$ cat src/hdl/cbelf_pkg.sv
`timescale 1ns / 1ps

package cbelf_pkg;

	typedef struct packed {
		logic [7:0] char_code;
		logic       end_of_file;
	} in_item_t;

	typedef struct packed {
		logic [15:0] end_line;
		logic [1:0]  status;
	} out_item_t;

	typedef enum logic [9:0] {
		PH_SKIP     = 10'b00_0000_0001,
		PH_SEARCH   = 10'b00_0000_0010,
		PH_BODY     = 10'b00_0000_0100,
		PH_STR      = 10'b00_0000_1000,
		PH_CHR      = 10'b00_0001_0000,
		PH_SLASH    = 10'b00_0010_0000,
		PH_BLK      = 10'b00_0100_0000,
		PH_BLKSTAR  = 10'b00_1000_0000,
		PH_LINECMT  = 10'b01_0000_0000,
		PH_DONE     = 10'b10_0000_0000
	} phase_t;

	localparam logic [1:0] ST_FOUND = 2'd0;
	localparam logic [1:0] ST_EARLY = 2'd1;
	localparam logic [1:0] ST_OVF   = 2'd2;

	localparam logic [7:0] CH_NL    = 8'd10;
	localparam logic [7:0] CH_SP    = 8'd32;
	localparam logic [7:0] CH_DQ    = 8'd34;
	localparam logic [7:0] CH_SQ    = 8'd39;
	localparam logic [7:0] CH_STAR  = 8'd42;
	localparam logic [7:0] CH_SLASH = 8'd47;
	localparam logic [7:0] CH_OPEN  = 8'd123;
	localparam logic [7:0] CH_CLOSE = 8'd125;

	localparam logic [15:0] START_LINE_RST = 16'd1;

endpackage

$ cat src/hdl/c_block_end_line_finder_top.sv
`timescale 1ns / 1ps
// Pipeline: a byte is registered in item_s1 on acceptance, and its result, if
// any, is registered in out_q when that byte is processed.
// Throughput: one byte per cycle while no result is held by out_stall; the
// state registers (phase, depth, line count) are updated once per byte.
// Reset: arst_n clears the pipeline, the scan state and sets start_line to 1.

module c_block_end_line_finder_top
	import cbelf_pkg::*;
#(
	parameter int LINE_BITS  = 16,
	parameter int DEPTH_BITS = 8
) (
	input  logic        clk,
	input  logic        arst_n,
	input  logic        cfg_wr_en,
	input  logic [15:0] cfg_wr_data,
	input  logic        in_valid,
	output logic        in_stall,
	input  in_item_t    in_data,
	output logic        out_valid,
	input  logic        out_stall,
	output out_item_t   out_data
);

	localparam int CMP_W = (LINE_BITS > 16) ? LINE_BITS : 16;
	localparam logic [LINE_BITS-1:0]  LINE_MAX  = {LINE_BITS{1'b1}};
	localparam logic [DEPTH_BITS-1:0] DEPTH_MAX = {DEPTH_BITS{1'b1}};

	logic [15:0]           start_line_q;
	logic                  valid_s1;
	in_item_t              item_s1;
	phase_t                phase_q, phase_n, phase_eff;
	logic [LINE_BITS-1:0]  line_q, line_n, line_inc, res_line;
	logic [DEPTH_BITS-1:0] depth_q, depth_n, depth_dec;
	logic                  advance, emit, do_body;
	logic [1:0]            res_status;
	logic [CMP_W-1:0]      line_ext, start_ext;
	logic [7:0]            c;
	logic                  out_valid_q;
	out_item_t             out_q;

	assign advance   = valid_s1 && (!out_valid_q || !out_stall);
	assign in_stall  = valid_s1 && !advance;
	assign out_valid = out_valid_q;
	assign out_data  = out_q;

	assign c         = item_s1.char_code;
	assign line_inc  = (line_q == LINE_MAX) ? line_q : line_q + LINE_BITS'(1);
	assign depth_dec = (depth_q != '0) ? depth_q - DEPTH_BITS'(1) : depth_q;
	assign line_ext  = CMP_W'(line_q);
	assign start_ext = CMP_W'(start_line_q);

	always_comb begin
		phase_n    = phase_q;
		line_n     = line_q;
		depth_n    = depth_q;
		emit       = 1'b0;
		res_line   = '0;
		res_status = ST_FOUND;
		do_body    = 1'b0;
		phase_eff  = phase_q;
		if (item_s1.end_of_file) begin
			phase_n    = PH_SKIP;
			line_n     = LINE_BITS'(1);
			depth_n    = '0;
			emit       = (phase_q != PH_DONE);
			res_status = ST_EARLY;
		end else begin
			if (phase_q == PH_SKIP && line_ext == start_ext) begin
				phase_eff = PH_SEARCH;
			end
			phase_n = phase_eff;
			unique case (phase_eff)
				PH_SKIP: begin
					if (c == CH_NL) line_n = line_inc;
				end
				PH_SEARCH: begin
					if (c == CH_NL) begin
						line_n = line_inc;
					end else if (c == CH_OPEN) begin
						depth_n = DEPTH_BITS'(1);
						phase_n = PH_BODY;
					end
				end
				PH_BODY: do_body = 1'b1;
				PH_STR: begin
					if (c == CH_NL) line_n = line_inc;
					else if (c == CH_DQ) phase_n = PH_BODY;
				end
				PH_CHR: begin
					if (c == CH_NL) line_n = line_inc;
					else if (c == CH_SQ) phase_n = PH_BODY;
				end
				PH_SLASH: begin
					if (c == CH_NL) line_n = line_inc;
					else if (c == CH_SP) phase_n = PH_SLASH;
					else if (c == CH_STAR) phase_n = PH_BLK;
					else if (c == CH_SLASH) phase_n = PH_LINECMT;
					else do_body = 1'b1;
				end
				PH_BLK: begin
					if (c == CH_NL) line_n = line_inc;
					else if (c == CH_STAR) phase_n = PH_BLKSTAR;
				end
				PH_BLKSTAR: begin
					if (c == CH_SLASH) begin
						phase_n = PH_BODY;
					end else if (c != CH_STAR) begin
						if (c == CH_NL) line_n = line_inc;
						phase_n = PH_BLK;
					end
				end
				PH_LINECMT: begin
					if (c == CH_NL) begin
						line_n  = line_inc;
						phase_n = PH_BODY;
					end
				end
				PH_DONE: phase_n = PH_DONE;
				default: phase_n = PH_SKIP;
			endcase
			if (do_body) begin
				phase_n = PH_BODY;
				case (c)
					CH_DQ:    phase_n = PH_STR;
					CH_SQ:    phase_n = PH_CHR;
					CH_SLASH: phase_n = PH_SLASH;
					CH_NL:    line_n = line_inc;
					CH_OPEN: begin
						if (depth_q == DEPTH_MAX) begin
							phase_n    = PH_DONE;
							emit       = 1'b1;
							res_line   = line_q;
							res_status = ST_OVF;
						end else begin
							depth_n = depth_q + DEPTH_BITS'(1);
						end
					end
					CH_CLOSE: begin
						depth_n = depth_dec;
						if (depth_dec == '0) begin
							phase_n    = PH_DONE;
							emit       = 1'b1;
							res_line   = line_q;
							res_status = ST_FOUND;
						end
					end
					default: phase_n = PH_BODY;
				endcase
			end
		end
	end

	always_ff @(posedge clk or negedge arst_n) begin
		if (!arst_n) begin
			start_line_q <= START_LINE_RST;
		end else if (cfg_wr_en) begin
			start_line_q <= cfg_wr_data;
		end
	end

	always_ff @(posedge clk or negedge arst_n) begin
		if (!arst_n) begin
			valid_s1 <= 1'b0;
		end else if (!in_stall) begin
			valid_s1 <= in_valid;
		end
	end

	always_ff @(posedge clk) begin
		if (in_valid && !in_stall) begin
			item_s1 <= in_data;
		end
	end

	always_ff @(posedge clk or negedge arst_n) begin
		if (!arst_n) begin
			phase_q <= PH_SKIP;
			line_q  <= LINE_BITS'(1);
			depth_q <= '0;
		end else if (advance) begin
			phase_q <= phase_n;
			line_q  <= line_n;
			depth_q <= depth_n;
		end
	end

	always_ff @(posedge clk or negedge arst_n) begin
		if (!arst_n) begin
			out_valid_q <= 1'b0;
		end else if (advance) begin
			out_valid_q <= emit;
		end else if (!out_stall) begin
			out_valid_q <= 1'b0;
		end
	end

	always_ff @(posedge clk) begin
		if (advance && emit) begin
			out_q.end_line <= (CMP_W'(res_line) > CMP_W'(16'hFFFF)) ?
				16'hFFFF : 16'(res_line);
			out_q.status   <= res_status;
		end
	end

endmodule

$ cat config.mk
export PLATFORM = sky130hd
export DESIGN_NAME = c_block_end_line_finder_top
export DESIGN_NICKNAME = d
export VERILOG_FILES = /design/src/hdl/cbelf_pkg.sv /design/src/hdl/c_block_end_line_finder_top.sv
export SDC_FILE = /design/constraint.sdc
export NUM_CORES = 1
export LEC_CHECK = 0
export BUFFER_PORTS_ARGS = -buffer_cell sky130_fd_sc_hd__buf_2
export CORE_ASPECT_RATIO = 1.5
export CORE_MARGIN = 1
export CORE_UTILIZATION = 30
export CTS_CLUSTER_DIAMETER = 40
export DETAILED_ROUTE_END_ITERATION = 8
export GPL_TIMING_DRIVEN = 0
export PLACE_DENSITY = 0.5
export SLEW_MARGIN = 15
export SYNTH_ARGS = -nofsm -noshare
export SYNTH_HDL_FRONTEND = slang
export SYNTH_SLANG_ARGS = --single-unit
$ cat constraint.sdc
create_clock -name clk -period 4.9 [get_ports clk]
set_input_delay 1.47 -clock clk [delete_from_list [all_inputs] [get_ports clk]]
set_output_delay 1.47 -clock clk [all_outputs]
set_load 0.02 [all_outputs]
==> flow_metrics.tcl <==
set metrics [dict create \
    outcome "completed" \
    seqPwrFrac_pct 40.9 \
    cts_max_level 3 \
    max_slew_margin_pct 35.05 \
    worstSetupPathType "reg -> reg" \
    layout-drive-gt1-share_pct 16.69 \
    clock_path_buffers 2 \
    synthXorXnorAreaFrac_pct 3.811 \
    worstPathArrival_ns 3.90 \
    synth.most_common_cell "dfrtp_1" \
    netlist_area_um2 5515 \
    synth_cell_types 79 \
    slowest_delay_ns 0.68 \
    drv_cap 0 \
    async_reset_ff_share_pct 65.82 \
    hold_buffers 0 \
    detailroute.via_count 5301 \
    clockPowerShare_pct 35.4 \
    synthMuxAreaShare_pct 3.993 \
    cts_setup_buffers 0 \
    hold_path.startpoint "item_s1[0]" \
    clkSlewWorstSetupHoldPaths_ns 0.06 \
    timing.final.crit_period_ns 3.920 \
    netlist_instances 613 \
    worst_ir_drop_vdd_mv 0.1649 \
    grt_antenna_before_repair 0 \
    finalSetupViolCount 0 \
    place.gp.congestion 0.9156 \
    hold_viol 0 \
    start_util_pct 30.74 \
    grt_overflow 0 \
    drt_pass1_iterations 5 \
    path_buf_inv 3 \
    leakage_uw 0.002316 \
    synth_fp_nets 647 \
    antenna_cells 0 \
    vias_per_cell 5.930 \
    synthAdderAreaFrac_pct 0.9074 \
    postCtsResizedCells 0 \
    synth_top_family_by_area "simple AND/OR/NAND/NOR gates" \
    switching_share_pct 32.59 \
    synth_simple_gate_area_share_pct 25.27 \
    wl_per_cell_um 21.13 \
    area_delta_synth_final_pct 14.81 \
    end_kind "flop" \
    fp.dieH_um 168.1 \
    synthTopCellsByArea "dfrtp_1 (22%), edfxtp_1 (15%), mux2_2 (3.3%)" \
    synth_top_area_cell "dfrtp_1" \
    synth.yosys.seq_area_share_pct 38.36 \
    drt_wl_total_um 18890 \
    r2r-end "out_data[2]" \
    yosys_warnings 0 \
    synth_seq_cells 79 \
    maxSlewViolCount 0 \
    critPathLaunchType "flop" \
    antenna_left 0 \
    fillers 1844 \
    reg2reg_depth 10 \
    insertion_delay_ns 0.35 \
    num_io_pins 50 \
    rr_startpoint "depth_q[0]" \
    synth_compound_area_share_pct 22.25 \
    comb_power_share_pct 23.7 \
    die-area_um2 18940 \
    finalPower_uw 1920 \
    synth_ff_type "dfrtp_1" \
    port_buffers 48 \
    dp_hpwl_um 13950 \
    tightest_slew_ns 0.9661 \
    reg2reg_slack_ns 0.98 \
    chipWidth_um 112.7 \
    post-route-period-util_pct 80.01 \
    core_um2 17940 \
    crit_fanout 18 \
    p_sw_uw 625.9 \
    synth_area_per_cell_um2 8.997 \
    worstPathRequired_ns 4.88 \
    critPathSlowestCell "and2_1" \
    rsz0062_at_grt "no" \
    grt_max_degree 53 \
    num_rows 60 \
    drt_iter0_markers 404 \
    fmax_ghz 0.2551 \
    synth.top_cell.area_share_pct 22.23 \
    worstHoldEndpoint "out_data[0]" \
    numCtsBuffers 9 \
    grt_pass1_wl_um 29220 \
    grt_use_total_pct 20.31 \
    grt_pass1_vias 5285 \
    cts_tree "yes" \
    hold_path.class "reg -> reg" \
    crit_chain "clkbuf_1, inv_1, ha_1, clkbuf_1, nor4b_1, a22oi_1, o211ai_1, a31oi_4, o31ai_1, and2_1" \
    critPathTopFamily "compound AO/OA/AOI/OAI gates" \
    setup_tns_ns 0 \
    min_path_cells 0 \
    crit_top_cell "clkbuf_1" \
    nets 706 \
    synth_edf_count 27 \
    drc 0 \
    clockRootBuffer "clkbuf_16" \
    timing.hold.ws_ns 0.4515 \
    yosys-top-cells-count "dfrtp_1 (49), clkbuf_1 (44), nand2_1 (40), nor2_1 (33)" \
    fin_worst_skew_ns 0.008014 \
    powerDensity_nw_per_um2 303.3 \
    clock-sinks 79 \
    p_int_uw 1295 \
]
-- power by group through the flow --
stage / registers, uW / clock network (uW) / logic (uW)
3_3_place_gp: 796 / 0 / 444
5_1_grt: 792 / 712 / 494
2_1_floorplan: 792 / 0 / 308
6_report: 786 / 680 / 454
3_5_place_dp: 798 / 0 / 449
4_1_cts: 786 / 691 / 451
-- through the flow --
step	setup slack [ns]	instance area, um2	cells	utilization, %
2_1_floorplan	1.709	5515	613	-
3_3_place_gp	0.8247	6027	878	33.59
3_5_place_dp	0.8236	6041	878	33.67
4_1_cts	0.9396	6332	894	35.29
5_1_grt	0.6938	6332	894	35.29
6_report	0.9796	6332	894	35.29
-- layout by cell type (no fill, tap or decap), types with 16 or more instances in the layout --
cell and count:
buf_2 51, dfrtp_1 49, clkbuf_1 46, nand2_1 40, nor2_1 33, nand3_1 27
edfxtp_1 27, a21oi_1 26, nor4_1 25, o21ai_0 25, inv_1 21, and2_1 19
xor2_1 19, nand4_1 17, nor3_1 16, mux2_2 16
-- state kept, by name, summed over array words and instances, names as in the netlist --
name,cells
c,8
depth_q,8
item_s1,1
phase_q,10
start_ext,16
out_valid,1
valid_s1,1
line_ext,16
out_data,18
-- worst max-delay path by stage --
| stage | start | to | slack, ns | cells past startpoint |
|---|---|---|---|---|
| after floorplan | out_stall | in_stall | 1.71 | 2 |
| after global placement | out_stall | out_data[3] | 0.82 | 6 |
| after detailed placement | out_stall | out_data[6] | 0.82 | 6 |
| after CTS | depth_q[0] | out_data[2] | 0.94 | 10 |
| after global routing | depth_q[0] | out_data[3] | 0.69 | 10 |
| final | depth_q[0] | out_data[2] | 0.98 | 10 |
-- cell type report --
cell class | count | area (um2) | area share (%)
Multi-Input combinational cell | 460 | 3113 | 49.16
Sequential cell | 79 | 2116 | 33.41
Tap cell | 217 | 271.5 | 4.288
Timing Repair Buffer | 48 | 242.7 | 3.833
Clock buffer | 11 | 232.7 | 3.675
Buffer | 53 | 219.0 | 3.458
Inverter | 21 | 78.83 | 1.245
Clock inverter | 5 | 58.81 | 0.9287
-- cell families (layout without fill, tap and decap cells) --
logic type / after synthesis / count (layout)
compound gates: 170 / 170
xor+xnor: 24 / 24
fa+ha+maj: 4 / 4
buf+inv: 74 / 138
flops: 79 / 79
mux: 20 / 20
simple gates: 242 / 242
-- per-layer routing --
metal / wire length [um] / vias up / track usage [%]
li1: - / 2483 / -
met1: 7284 / 2579 / 22.16
met2: 10050 / 187 / 37.20
met3: 731 / 52 / 1.872
met4: 828 / 0 / 13.22
met5: 0 / - / 0
Power figures use the tool's default switching activity.
